**config.mk**
```make
export PLATFORM = sky130hd
export DESIGN_NAME = lowest_free_id_allocator
export DESIGN_NICKNAME = d
export VERILOG_FILES = /design/src/lfid_pkg.sv /design/src/lfid_ctrl.sv /design/src/lfid_datapath.sv /design/src/lowest_free_id_allocator.sv
export SDC_FILE = /design/constraint.sdc
export NUM_CORES = 1
export LEC_CHECK = 0
export ABC_AREA = 1
export BUFFER_PORTS_ARGS = -buffer_cell sky130_fd_sc_hd__buf_4
export CAP_MARGIN = 5
export CORE_MARGIN = 8
export CORE_UTILIZATION = 25
export CTS_CLUSTER_SIZE = 25
export DETAILED_ROUTE_END_ITERATION = 16
export PLACE_DENSITY = 0.5
export RECOVER_POWER = 100
export SLEW_MARGIN = 30
export SYNTH_ARGS = -nofsm -noshare
export SYNTH_HDL_FRONTEND = slang
export SYNTH_SLANG_ARGS = --single-unit
```
**constraint.sdc**
```tcl
create_clock -name clk -period 5.7 [get_ports clk]
set_input_delay 0.285 -clock clk [delete_from_list [all_inputs] [get_ports clk]]
set_output_delay 0.285 -clock clk [all_outputs]
set_load 0.005 [all_outputs]
```
**src/lfid_pkg.sv**
```systemverilog
`timescale 1ns / 1ps
// Shared types, constants and helpers of the lowest-free ID allocator.
// No dependencies; used by the controller, datapath, top level and checker.
package lfid_pkg;

  localparam int MAX_IDS   = 256;
  localparam int ID_W      = 9;
  localparam int CNT_W     = 9;
  localparam int STATUS_W  = 2;
  localparam int WORD_W    = 16;
  localparam int NUM_WORDS = MAX_IDS / WORD_W;
  localparam int WIDX_W    = $clog2(NUM_WORDS);
  localparam int BIT_W     = $clog2(WORD_W);
  localparam int MAP_W     = WIDX_W + BIT_W;

  localparam logic OP_ALLOC   = 1'b0;
  localparam logic OP_RELEASE = 1'b1;

  localparam logic [STATUS_W-1:0] ST_OK         = 2'd0;
  localparam logic [STATUS_W-1:0] ST_EXHAUSTED  = 2'd1;
  localparam logic [STATUS_W-1:0] ST_NOT_IN_USE = 2'd2;

  typedef struct packed {
    logic capture;
    logic lookup;
    logic find;
    logic commit;
  } lfid_cmd_t;

  // Index of the lowest clear bit in a bitmap word.
  function automatic logic [BIT_W-1:0] lowest_zero_bit(input logic [WORD_W-1:0] v);
    logic [BIT_W-1:0] idx;
    idx = '0;
    for (int i = WORD_W - 1; i >= 0; i--) begin
      if (!v[i]) idx = BIT_W'(i);
    end
    return idx;
  endfunction

  // Index of the lowest word whose full flag is clear.
  function automatic logic [WIDX_W-1:0] lowest_zero_word(input logic [NUM_WORDS-1:0] v);
    logic [WIDX_W-1:0] idx;
    idx = '0;
    for (int i = NUM_WORDS - 1; i >= 0; i--) begin
      if (!v[i]) idx = WIDX_W'(i);
    end
    return idx;
  endfunction

endpackage

```
**src/lfid_ctrl.sv**
```systemverilog
`timescale 1ns / 1ps
// Sequencer of the allocator: steps one transaction through lookup, find, commit.
// Depends on lfid_pkg for the command struct.
module lfid_ctrl (
  input  logic               clk,
  input  logic               rst_n,
  input  logic               start,
  output logic               busy,
  output lfid_pkg::lfid_cmd_t cmd
);

  localparam logic [1:0] S_IDLE   = 2'd0;
  localparam logic [1:0] S_LOOKUP = 2'd1;
  localparam logic [1:0] S_FIND   = 2'd2;
  localparam logic [1:0] S_COMMIT = 2'd3;

  logic [1:0] state_r;
  logic [1:0] state_nxt;

  always_comb begin
    state_nxt = state_r;
    case (state_r)
      S_IDLE:   if (start) state_nxt = S_LOOKUP;
      S_LOOKUP: state_nxt = S_FIND;
      S_FIND:   state_nxt = S_COMMIT;
      S_COMMIT: state_nxt = S_IDLE;
      default:  state_nxt = S_IDLE;
    endcase
  end

  always_ff @(posedge clk) begin
    if (!rst_n) begin
      state_r <= S_IDLE;
    end else begin
      state_r <= state_nxt;
    end
  end

  assign busy        = (state_r != S_IDLE);
  assign cmd.capture = (state_r == S_IDLE) && start;
  assign cmd.lookup  = (state_r == S_LOOKUP);
  assign cmd.find    = (state_r == S_FIND);
  assign cmd.commit  = (state_r == S_COMMIT);

endmodule

```
**src/lfid_datapath.sv**
```systemverilog
`timescale 1ns / 1ps
// Datapath of the allocator: in-use bitmap, full flags, use count and result registers.
// Depends on lfid_pkg; driven by commands from lfid_ctrl.
module lfid_datapath (
  input  logic                              clk,
  input  logic                              rst_n,
  input  lfid_pkg::lfid_cmd_t               cmd,
  input  logic                              in_op,
  input  logic [lfid_pkg::ID_W-1:0]         in_id,
  output logic                              out_valid,
  output logic [lfid_pkg::ID_W-1:0]         out_granted_id,
  output logic [lfid_pkg::STATUS_W-1:0]     out_status,
  output logic [lfid_pkg::CNT_W-1:0]        out_in_use_count
);

  logic                            op_r;
  logic [lfid_pkg::ID_W-1:0]       id_r;
  logic [lfid_pkg::WORD_W-1:0]     map_r [lfid_pkg::NUM_WORDS];
  logic [lfid_pkg::NUM_WORDS-1:0]  full_r;
  logic [lfid_pkg::CNT_W-1:0]      count_r;
  logic [lfid_pkg::WIDX_W-1:0]     widx_r;
  logic [lfid_pkg::WORD_W-1:0]     word_r;
  logic [lfid_pkg::BIT_W-1:0]      bidx_r;
  logic                            err_r;
  logic                            valid_r;
  logic [lfid_pkg::ID_W-1:0]       granted_r;
  logic [lfid_pkg::STATUS_W-1:0]   status_r;

  logic [lfid_pkg::ID_W-1:0]       id_m1;
  logic                            id_bad;
  logic [lfid_pkg::WIDX_W-1:0]     widx_nxt;
  logic                            err_lookup;
  logic [lfid_pkg::BIT_W-1:0]      bidx_nxt;
  logic                            err_find;
  logic [lfid_pkg::WORD_W-1:0]     word_upd;
  logic [lfid_pkg::CNT_W-1:0]      count_nxt;

  assign id_m1  = id_r - lfid_pkg::ID_W'(1);
  assign id_bad = (id_r == '0) || (id_r > lfid_pkg::ID_W'(lfid_pkg::MAX_IDS));

  always_comb begin
    if (op_r == lfid_pkg::OP_ALLOC) begin
      widx_nxt   = lfid_pkg::lowest_zero_word(full_r);
      err_lookup = (count_r >= lfid_pkg::CNT_W'(lfid_pkg::MAX_IDS));
    end else begin
      widx_nxt   = id_m1[lfid_pkg::MAP_W-1:lfid_pkg::BIT_W];
      err_lookup = id_bad;
    end
  end

  always_comb begin
    if (op_r == lfid_pkg::OP_ALLOC) begin
      bidx_nxt = lfid_pkg::lowest_zero_bit(word_r);
      err_find = err_r;
    end else begin
      bidx_nxt = id_m1[lfid_pkg::BIT_W-1:0];
      err_find = err_r || !word_r[bidx_nxt];
    end
  end

  always_comb begin
    word_upd = word_r;
    word_upd[bidx_r] = (op_r == lfid_pkg::OP_ALLOC);
    if (err_r) begin
      count_nxt = count_r;
    end else if (op_r == lfid_pkg::OP_ALLOC) begin
      count_nxt = count_r + lfid_pkg::CNT_W'(1);
    end else begin
      count_nxt = count_r - lfid_pkg::CNT_W'(1);
    end
  end

  // Request capture and search pipeline registers
  always_ff @(posedge clk) begin
    if (cmd.capture) begin
      op_r <= in_op;
      id_r <= in_id;
    end
    if (cmd.lookup) begin
      widx_r <= widx_nxt;
      word_r <= map_r[widx_nxt];
      err_r  <= err_lookup;
    end
    if (cmd.find) begin
      bidx_r <= bidx_nxt;
      err_r  <= err_find;
    end
    if (cmd.commit) begin
      if (op_r == lfid_pkg::OP_ALLOC && !err_r) begin
        granted_r <= lfid_pkg::ID_W'({widx_r, bidx_r}) + lfid_pkg::ID_W'(1);
      end else begin
        granted_r <= '0;
      end
      if (!err_r) begin
        status_r <= lfid_pkg::ST_OK;
      end else if (op_r == lfid_pkg::OP_ALLOC) begin
        status_r <= lfid_pkg::ST_EXHAUSTED;
      end else begin
        status_r <= lfid_pkg::ST_NOT_IN_USE;
      end
    end
  end

  // Bitmap, full flags and count: cleared at reset
  always_ff @(posedge clk) begin
    if (!rst_n) begin
      for (int w = 0; w < lfid_pkg::NUM_WORDS; w++) begin
        map_r[w] <= '0;
      end
      full_r  <= '0;
      count_r <= '0;
      valid_r <= 1'b0;
    end else begin
      valid_r <= cmd.commit;
      if (cmd.commit && !err_r) begin
        map_r[widx_r]  <= word_upd;
        full_r[widx_r] <= &word_upd;
        count_r        <= count_nxt;
      end
    end
  end

  assign out_valid        = valid_r;
  assign out_granted_id   = granted_r;
  assign out_status       = status_r;
  assign out_in_use_count = count_r;

endmodule

```
**src/lowest_free_id_allocator.sv**
```systemverilog
`timescale 1ns / 1ps
// Top level of the lowest-free ID allocator: controller plus datapath.
// Depends on lfid_pkg, lfid_ctrl and lfid_datapath.
//
// Usage:
//   Drive in_op (allocate or release) and in_id, and raise start. The
//   transaction is taken at the rising edge where start is high and busy is
//   low. Allocate grants the lowest free ID in 1..MAX_IDS; release frees in_id.
//
//   Each transaction steps through capture, word lookup over the full flags
//   of the 16-bit bitmap words, bit search inside the chosen word, and commit
//   back to the bitmap. A new transaction is taken only once the previous
//   one has reached commit.
//
//   The result is registered at commit and shows on the out_ ports for
//   exactly one cycle, marked by out_valid; busy is already low then, so
//   the next transaction may be taken in that same cycle. The receiver has
//   no way to stall; it must take each result when out_valid is high.
//
//   Reset (rst_n low, synchronous) clears every in-use bit and the count at
//   once; no clearing pass is needed, start may be raised right after.
//   Errors (exhausted, release of a free or out-of-range ID) leave state as is.
module lowest_free_id_allocator (
  input  logic                              clk,
  input  logic                              rst_n,
  input  logic                              start,
  output logic                              busy,
  input  logic                              in_op,
  input  logic [lfid_pkg::ID_W-1:0]         in_id,
  output logic                              out_valid,
  output logic [lfid_pkg::ID_W-1:0]         out_granted_id,
  output logic [lfid_pkg::STATUS_W-1:0]     out_status,
  output logic [lfid_pkg::CNT_W-1:0]        out_in_use_count
);

  // Command bundle from the sequencer into the datapath
  lfid_pkg::lfid_cmd_t cmd;

  lfid_ctrl u_ctrl (
    .clk   (clk),
    .rst_n (rst_n),
    .start (start),
    .busy  (busy),
    .cmd   (cmd)
  );

  // Hold the bitmap, search it and register the result
  lfid_datapath u_datapath (
    .clk              (clk),
    .rst_n            (rst_n),
    .cmd              (cmd),
    .in_op            (in_op),
    .in_id            (in_id),
    .out_valid        (out_valid),
    .out_granted_id   (out_granted_id),
    .out_status       (out_status),
    .out_in_use_count (out_in_use_count)
  );

endmodule

```
# Word-level counts from Yosys, hierarchy flattened

Memory sizes are Yosys's and may differ from the RTL's. A register that Yosys moved wholly into a read port is not among the register bits.
Index checks and enable logic that the tools add are counted.

Reduce and logical (&&, ||, !) cells: 17
$add $sub $neg: 4
Bitwise operators: 2
Equal/unequal tests: 5
$lt $le $gt $ge: 7
Mux-type cells: 57

Operators by type and width:

| kind                  | number |
|---|---|
| $mux W4               | 35 |
| $bwmux W16            | 2 |
| $mux W16              | 1 |
| $reduce_and A16 Y1    | 1 |
| $reduce_or A16 Y1     | 1 |
| $lt A4 B5 Y1 const B  | 3 |
| $mux W1               | 12 |
| $add A8 B1 Y9 const B | 1 |
| $add A9 B1 Y9 const B | 1 |
| $ge A9 B9 Y1 const B  | 1 |
| $gt A9 B9 Y1 const B  | 1 |
| $logic_not A9 Y1      | 1 |
| $mux W9               | 1 |
| $sub A9 B1 Y9 const B | 1 |
| $demux W1 S4          | 2 |
| $ge A4 B1 Y1 const B  | 2 |
| $pmux W2 S4           | 1 |
| $sub A8 B1 Y8 const B | 1 |
| $logic_and A1 B1 Y1   | 5 |
| $bmux W1 S4           | 1 |
| $eq A2 B2 Y1 const B  | 2 |
| $mux W2               | 2 |
| $reduce_and A2 Y1     | 2 |
| $reduce_bool A2 Y1    | 2 |
| 7 further kinds       | 10 |

Memories: 1
Output and inout port bits: 22
Logic and storage cells: 104
Input port bits: 13
Bits in writable memories: 256
Register bits: 58

Memory list:

| memory           | depth | width | read ports | clocked after memory_dff | wr ports | line                | text |
|---|---|---|---|---|---|---|---|
| u_datapath.map_r | 16    | 16    | 1          | 1                        | 16       | lfid_datapath.sv:18 | `logic [lfid_pkg::WORD_W-1:0] map_r [lfid_pkg::NUM_WORDS];` |

# Logic depth before layout (Yosys ltp)

Gate-level depths: netlist (run 1).

Word-level depth: 17
Mapped depth: 25
Depth with buffers taken out: 23

# Cells and area by module

From an unflattened synthesis (run 1), not the netlist that was laid out.

Cell total of the unflattened synthesis: 1810
Area, all modules: 16200.5 um2

Modules (own cells, without submodules):

| module        | cells each | instances | area an instance (um2) | seq. area each (um2) |
|---|---|---|---|---|
| lfid_datapath | 1785       | 1         | 16025.4                | 9589.2 |
| lfid_ctrl     | 25         | 1         | 175.2                  | 40.0 |

# Worst setup path after synthesis (run 1)

OpenSTA, ideal clock, no wires.

Path kind: register to register
Start point: reg u_datapath.op_r
End point: reg u_datapath.count_r, in the netlist u_datapath.out_in_use_count[8]
Required time: 5.581 ns
Data arrival time: 2.615 ns
Path buffers: 2
Path slack: 2.966 ns
Cell stages (with the launch flop): 15
Cell sequence: edfxtp_1 -> inv_2 -> buf_1 -> clkbuf_1 -> fa_1 -> o21ai_0 -> a21oi_1 -> inv_1 -> a21oi_1 -> o21ai_0 -> a21oi_1 -> o21ai_0 -> a21o_1 -> o21ai_0 -> a21oi_1

Word-level cells in the longest chain between the ends: 1

RTL lines:

| what                   | line                 | text |
|---|---|---|
| start, declared        | lfid_datapath.sv:16  | `logic op_r;` |
| start signal, assigned | lfid_datapath.sv:76  | `op_r <= in_op;` |
| $mux W9                | lfid_datapath.sv:66  | `end else if (op_r == lfid_pkg::OP_ALLOC) begin` |
| end signal, assigned   | lfid_datapath.sv:118 | `count_r <= count_nxt;` |
| end, declared          | lfid_datapath.sv:20  | `logic [lfid_pkg::CNT_W-1:0] count_r;` |

Every way passes these cells.
A chain may end at the register's enable or synchronous reset.

# Final worst setup path (run 1)

Start point: reg u_datapath.op_r
End point: reg u_datapath.full_r[11] in the netlist's numbering

Word-level cells in the longest chain between the ends: 4

RTL lines:

| what                          | line                 | text |
|---|---|---|
| $not A1 Y1                    | n/a                  |  |
| $bwmux W16                    | lfid_datapath.sv:63  | `word_upd[bidx_r] = (op_r == lfid_pkg::OP_ALLOC);` |
| $reduce_and A16 Y1            | lfid_datapath.sv:117 | `full_r[widx_r] <= &word_upd;` |
| $bwmux W16                    | lfid_datapath.sv:117 |  |
| end signal, assigned by index | lfid_datapath.sv:117 |  |
| end, declared                 | lfid_datapath.sv:19  | `logic [lfid_pkg::NUM_WORDS-1:0] full_r;` |

Every way passes these cells.

==> impl_metrics.py, run 1 <==
metrics = {
    "timing": {
        "finalHoldViolCount": 0,
        "max_slew_margin_pct": -3.97,
        "post-route-min-period_ps": 4290,
        "period_share_pct": 75.3,
        "drv_slew": 36,
        "rsz0062_at_grt": "false",
        "clock_skew_ps": 40.4,
        "worst_slew_pin_slew_ps": 1560,
        "fin_tns_setup_ps": 0,
        "max_freq_mhz": 233,
        "setup_violations": 0,
    },
    "job": {
        "cap_viol_max_count": 2,
    },
    "worst_setup_path": {
        "worstPathArrival_ps": 4660,
        "crit_path_start_kind": "flop",
        "worstSetupStartpoint": "u_datapath.op_r",
        "crit_fanout": 28,
        "reg2reg_from": "u_datapath.op_r",
        "reg2reg_slack_ps": 1410,
        "cp.required_ps": 6070,
        "end_kind": "flop",
        "path_class": "flop to flop",
    },
    "clock_tree": {
        "ctsHtreeMaxLevel": 2,
        "cts_resized": 0,
        "insertion_delay_ps": 580,
        "path_clk_slew_ps": 50,
        "cts_buffers": 40,
        "cts_root_buf": "clkbuf_16",
        "clock_sinks": 330,
        "cts_tree": "yes",
        "cts_setup_buffers": 0,
        "clockBufferDepth": 3,
    },
    "status": {
        "violations": "max-capacitance violations, max-slew violations",
        "status": "finished, violations left",
    },
    "final_layout": {
        "design_area_mm2": 0.0184,
        "fillers": 6803,
        "area_delta_synth_final_pct": 14.1,
        "utilization_pct": 28.7,
        "layout_common_cells": "nand2_1 (348), nand3_1 (331), edfxtp_1 (302)",
        "final_common_cell": "nand2_1",
        "nets": 1828,
        "drive_above_1_share_pct": 5.26,
    },
    "synthesis": {
        "synth_ff_type": "edfxtp_1",
        "async_reset_ff_share_pct": 0,
        "ys_seq_elements": 330,
        "synth_cell_type_count": 38,
        "ys_seq_area_share_pct": 59.6,
        "synth_cells": 1787,
        "yosysWarnings": 0,
        "syn-num-nets": 1819,
        "netlist_area_mm2": 0.0162,
        "synth_edf_count": 302,
        "avgSynthCellArea_um2": 9.04,
    },
    "power_and_ir_drop": {
        "p_int_uw": 4640,
        "power_switching_uw": 2690,
        "pwr-share-seq_pct": 41.3,
        "p_leak_uw": 0.00736,
        "p_clk_share_pct": 32.1,
        "pwr-share-comb_pct": 26.6,
        "powerDensity_mw_per_mm2": 398,
        "switching_share_pct": 36.7,
        "peakVddDrop_uv": 237,
    },
    "global_route": {
        "grt_pass1_wl_um": 80000,
        "grt_max_degree": 130,
        "track_usage_pct": 14.1,
        "antenna_found_initial": 0,
        "grt_pass1_vias": 12500,
        "globalRouteOverflowTotal": 0,
    },
    "route": {
        "drt_iter0_drc": 1178,
        "first_pass_iters": 5,
        "avgRoutedWirePerCell_um": 19.7,
        "vias": 12800,
        "wirelength_um": 52900,
        "remaining_drc_errors": 0,
        "routed_via_density": 4.77,
        "ant_nets": 0,
    },
    "placed_design": {
        "hpwl_um": 32200,
        "gp_congestion": 0.836,
        "port_buffers": 34,
        "placed_area_mm2": 0.0173,
    },
    "die": {
        "die_h_um": 270,
        "rows": 93,
        "core_mm2": 0.0641,
        "die_w_um": 270,
        "start_util_pct": 25.2,
        "dieArea_mm2": 0.0730,
        "io-pin-count": 35,
    },
    "hold_path": {
        "min_path_type": "input pin to flop",
        "hold_start": "start",
    },
}
[worst paths after layout]
kind	end	depth (start not counted)
worst min-delay path	u_ctrl.state_r[1]	3
worst max-delay path	u_datapath.full_r[11]	7
worst min register to register	u_datapath.full_r[0]	2
worst max register to register	u_datapath.full_r[11]	7
[worst max-delay path, cell delays in order, from the launching register on]
cell and delay, ps:
edfxtp_1 310, clkbuf_1 890, inv_2 580, o21ai_0 290
clkbuf_1 1130, nor4_1 190, nand4_1 520, o21ai_0 160
[through the flow]
stage / hold slack [ps] / setup WS (ps) / power (uW) / std cells
4_1_cts: 51.2 / 2150 / 7440 / 2679
6_report: 73.4 / 1410 / 7330 / 2680
2_1_floorplan: 384 / 2970 / 4190 / 1787
3_3_place_gp: 465 / 2100 / 5070 / 2599
3_5_place_dp: 465 / 2120 / 5070 / 2599
5_1_grt: 81.9 / 1090 / 7640 / 2679
[area by class of cell]
| class | count | area, um2 | share of cell area (%) |
|---|---|---|---|
| sequential | 330 | 9630 | 52.3 |
| antenna | 1 | 2.50 | 0.0136 |
| tap | 855 | 1070 | 5.81 |
| inverter | 198 | 743 | 4.03 |
| clock buffer | 56 | 1070 | 5.81 |
| timing repair buffer | 78 | 495 | 2.69 |
| multi-input combinational | 1148 | 5320 | 28.8 |
| clock inverter | 14 | 100 | 0.543 |
[sequential cells by signal (all words and copies together), names as in the netlist]
signal and count:
u_datapath.out_status 2, u_datapath.full_r 16, u_ctrl.state_r 2, u_datapath.bidx_r 4, u_datapath.out_valid 1, u_datapath.err_r 1, u_datapath.op_r 1, u_datapath.word_r 16
u_datapath.out_granted_id 9, u_datapath.id_r 9, u_datapath.widx_r 4, u_datapath.out_in_use_count 9, u_datapath.map_r 256
[repair_timing]
action	CTS	global route
hold buffers	10	0
endpoints found under the hold margin	10	0
endpoints found under the setup margin	0	0
[cell families after synthesis]
group                    count (synthesis)  share of synthesized area, %
buffers and inverters                  309                          8.10
AND/OR/NAND/NOR                        999                          26.2
AO/OA/AOI/OAI                          117                          3.90
adder cells (fa/ha/maj)                 19                          1.52
flip-flops                             330                          59.6
XOR/XNOR                                13                         0.705
[power groups by stage]
stage	Combinational, uW	Clock, uW	Sequential, uW
final	1950	2350	3030
after global routing	2120	2470	3040
after global placement	2000	0	3070
after detailed placement	2000	0	3070
after floorplan	1190	0	2990
after CTS	2020	2400	3020
[per-layer routing]
layer | vias up | track usage (%) | routed length [um]
li1 | 5952 | - | -
met4 | 0 | 6.07 | 2100
met5 | - | 0 | 0
met1 | 6247 | 19.2 | 23500
met2 | 479 | 21.9 | 23800
met3 | 102 | 2.44 | 3430
[synth_stat cells (all sizes together) (2+ instances only)]
master	instances	area [um2]
edfxtp	302	9070
nand2	350	1320
xnor2	3	26.3
a21oi	38	190
clkbuf	62	233
nor2	295	1110
xor2	10	87.6
buf	49	333
a31oi	7	43.8
o22ai	4	25.0
nor4	6	37.5
dfxtp	28	561
nor3	8	40.0
ha	18	225
nand4	8	50.1
inv	196	736
clkinv	2	7.51
nand3	331	1660
o21ai	58	290
Power figures use the tool's default switching activity.
==> run 2, diff against run 1 <==
--- a/config.mk
+++ b/config.mk
@@ -5,7 +5,7 @@
 export SDC_FILE = /design/constraint.sdc
 export NUM_CORES = 1
 export LEC_CHECK = 0
-export ABC_AREA = 1
+export ABC_AREA = 0
 export BUFFER_PORTS_ARGS = -buffer_cell sky130_fd_sc_hd__buf_4
 export CAP_MARGIN = 5
 export CORE_MARGIN = 8
==> constraint.sdc (replaced) <==
create_clock -name clk -period 4.4 [get_ports clk]
set_input_delay 0.22 -clock clk [delete_from_list [all_inputs] [get_ports clk]]
set_output_delay 0.22 -clock clk [all_outputs]
set_load 0.005 [all_outputs]
==> run 2 against run 1 <==
The flow still finishes with violations (max-capacitance violations, max-slew violations). Via count down 22%. Worst setup slack worse by 740 ps. Largest power group unchanged. Flip-flop and latch count unchanged. Clock skew shrank 31 ps. Final cell count decreased by 23%. Register-to-register slack worse by 740 ps. Wire length decreased by 17%.
==> impl_metrics.py, run 2 <==
metrics = {
    "status": {
        "status": "finished, violations left",
        "violations": "max-capacitance violations, max-slew violations",
    },
    "synthesis": {
        "synthTopCellsByArea": "edfxtp_1 (60%), mux2i_1 (9.2%), nor2_1 (7.1%)",
        "synthMostInstantiatedCell": "edfxtp_1",
        "synth_edf_count": 302,
        "ys_seq_area_share_pct": 63.3,
        "async_reset_ff_share_pct": 0,
        "synth_cell_type_count": 64,
        "yosys-top-cells-count": "edfxtp_1 (302), nor2_1 (288), mux2i_1 (139)",
        "synth_top_area_cell": "edfxtp_1",
        "synth.top_cell.area_share_pct": 59.7,
        "syn-num-nets": 1250,
        "netlist_area_mm2": 0.0152,
        "avgSynthCellArea_um2": 12.5,
        "synth_cells": 1218,
        "ys_seq_elements": 330,
        "yosysWarnings": 0,
        "synth_ff_type": "edfxtp_1",
    },
    "final_layout": {
        "nets": 1303,
        "multiInputGateArea_mm2": 0.00506,
        "design_area_mm2": 0.0175,
        "final_common_cell": "edfxtp_1",
        "reg_top3": "u_datapath.map_r x256, u_datapath.full_r x16, u_datapath.word_r x16",
        "layout_common_cells": "edfxtp_1 (302), nor2_1 (288), mux2i_1 (132)",
        "regArea_mm2": 0.00963,
        "fillers": 6072,
        "final_cells": 2073,
        "diodes": 0,
        "area_delta_synth_final_pct": 15.1,
        "largest_reg_flops": 256,
        "drive_above_1_share_pct": 10.8,
        "regMostFlops": "u_datapath.map_r",
    },
    "global_route": {
        "track_usage_pct": 12.4,
        "antenna_found_initial": 2,
        "globalRouteOverflowTotal": 0,
        "grt_pass1_wl_um": 65900,
        "grt_max_degree": 64,
        "grt_pass1_vias": 9912,
    },
    "worst_setup_path": {
        "reg2reg_slack_ps": 670,
        "reg2reg_from": "u_ctrl.state_r[0]",
        "worstPathArrival_ps": 3860,
        "path_class": "flop to flop",
        "regToRegEndpoint": "u_datapath.map_r[9][12]",
        "cp.required_ps": 4530,
        "end_kind": "flop",
        "crit_fanout": 16,
        "reg2regPathDepth": 7,
        "crit_path_start_kind": "flop",
    },
    "timing": {
        "setup_slack_ps": 668,
        "max_slew_margin_pct": -9.49,
        "setup_violations": 0,
        "hold_ws_ps": 114,
        "finalHoldViolCount": 0,
        "worst_slew_pin_slew_ps": 1640,
        "drv_slew": 22,
        "post-route-min-period_ps": 3730,
        "fin_tns_setup_ps": 0,
        "clock_skew_ps": 8.91,
        "max_freq_mhz": 268,
        "rsz0062_at_grt": "false",
        "period_share_pct": 84.8,
    },
    "route": {
        "remaining_drc_errors": 0,
        "avgRoutedWirePerCell_um": 21.2,
        "routed_via_density": 4.80,
        "first_pass_iters": 5,
        "ant_nets": 0,
        "vias": 9942,
        "drt_iter0_drc": 856,
        "wirelength_um": 43900,
    },
    "clock_tree": {
        "cts_tree": "yes",
        "path_clk_slew_ps": 60,
        "cts_root_buf": "clkbuf_16",
        "insertion_delay_ps": 530,
        "clockBufferDepth": 3,
        "cts_buffers": 36,
        "cts_resized": 0,
        "ctsHtreeMaxLevel": 2,
        "clock_sinks": 330,
    },
    "hold_path": {
        "hold_path_end": "u_ctrl.state_r[0]",
        "hold_start": "rst_n",
        "min_path_cells": 2,
        "min_path_type": "input pin to flop",
    },
    "placed_design": {
        "gp_congestion": 0.806,
        "pre_cts_slack_ps": 917,
        "hpwl_um": 29300,
        "placed_cells": 2005,
        "port_buffers": 34,
        "placed_area_mm2": 0.0165,
    },
    "die": {
        "die_w_um": 263,
        "io-pin-count": 35,
        "die_h_um": 263,
        "start_util_pct": 25.2,
        "rows": 90,
        "core_mm2": 0.0602,
        "dieArea_mm2": 0.0690,
    },
    "power_and_ir_drop": {
        "peakVddDrop_uv": 253,
        "p_leak_uw": 0.00661,
        "powerDensity_mw_per_mm2": 509,
    },
    "job": {
        "cap_viol_max_count": 1,
    },
}
==> run 2: metrics by stage <==
step	util (%)	total power, uW
3_5_place_dp	27.4	6180
3_3_place_gp	27.4	6160
4_1_cts	29.3	8990
5_1_grt	29.1	9240
2_1_floorplan	-	5300
6_report	29.1	8910
==> run 2: worst max-delay path by stage <==
| stage | startpoint | endpoint | slack, ps | depth (start not counted) |
|---|---|---|---|---|
| 4_1_cts | u_datapath.id_r[0] | u_datapath.word_r[2] | 910 | 10 |
| 3_3_place_gp | u_datapath.op_r | u_datapath.word_r[2] | 890 | 7 |
| 2_1_floorplan | u_ctrl.state_r[0] | u_datapath.map_r[13][0] | 1380 | 5 |
| 5_1_grt | u_ctrl.state_r[0] | u_datapath.map_r[2][7] | 370 | 7 |
| 6_report | u_ctrl.state_r[0] | u_datapath.map_r[9][12] | 670 | 7 |
| 3_5_place_dp | u_datapath.op_r | u_datapath.word_r[2] | 920 | 7 |
==> run 2: final cells by class <==
| class | instances | area share (%) |
|---|---|---|
| Timing Repair Buffer | 92 | 3.62 |
| Multi-Input combinational cell | 774 | 28.9 |
| Inverter | 37 | 0.829 |
| Clock buffer | 52 | 5.85 |
| Sequential cell | 330 | 55.0 |
| Clock inverter | 6 | 0.186 |
| Tap cell | 782 | 5.59 |
==> run 2: cells by family (layout without fill, tap and decap cells) <==
logic type                 after synthesis  count (layout)  share of synthesized area [%]
and+or+nand+nor                        433             433                           13.0
adders and majority gates               19              19                           1.61
xor gates and xnor gates                17              17                          0.979
DFF                                    330             330                           63.3
muxes                                  144             144                           9.82
buffers and inverters                  114             187                           3.69
AOI/OAI and AO/OA                      161             161                           7.55
==> run 2: layer usage <==
metal  vias up  routed length (um)  track usage [%]  part of all wire [%]
li1       4554                   -                -                     -
met1      5019               19900             16.6                    45
met2       304               20800             20.5                    47
met3        63                2340             1.97                   5.3
met4         2                 870             3.25                   2.0
met5         -                  13                0                 0.030
==> run 2: repair_timing <==
action                    4_1_cts  5_1_grt
hold buffers                   10        0
hold endpoints to repair       10        0
setup buffers                   0        0
==> run 2: critical path: stages (launching register included) <==
cell and delay [ps]:
dfxtp_1 390, ha_1 160, clkbuf_1 540, nor2b_1 210
clkbuf_1 390, nand3b_1 290, o21ai_0 360, clkbuf_1 990
==> run 2: power breakdown <==
| part | switching, uW | internal, uW | leakage, uW |
|---|---|---|---|
| sequential | 299 | 3730 | 0.00330 |
| clock | 1200 | 1610 | 0.000508 |
| combinational | 1350 | 718 | 0.00280 |
| total | 2850 | 6050 | 0.00661 |
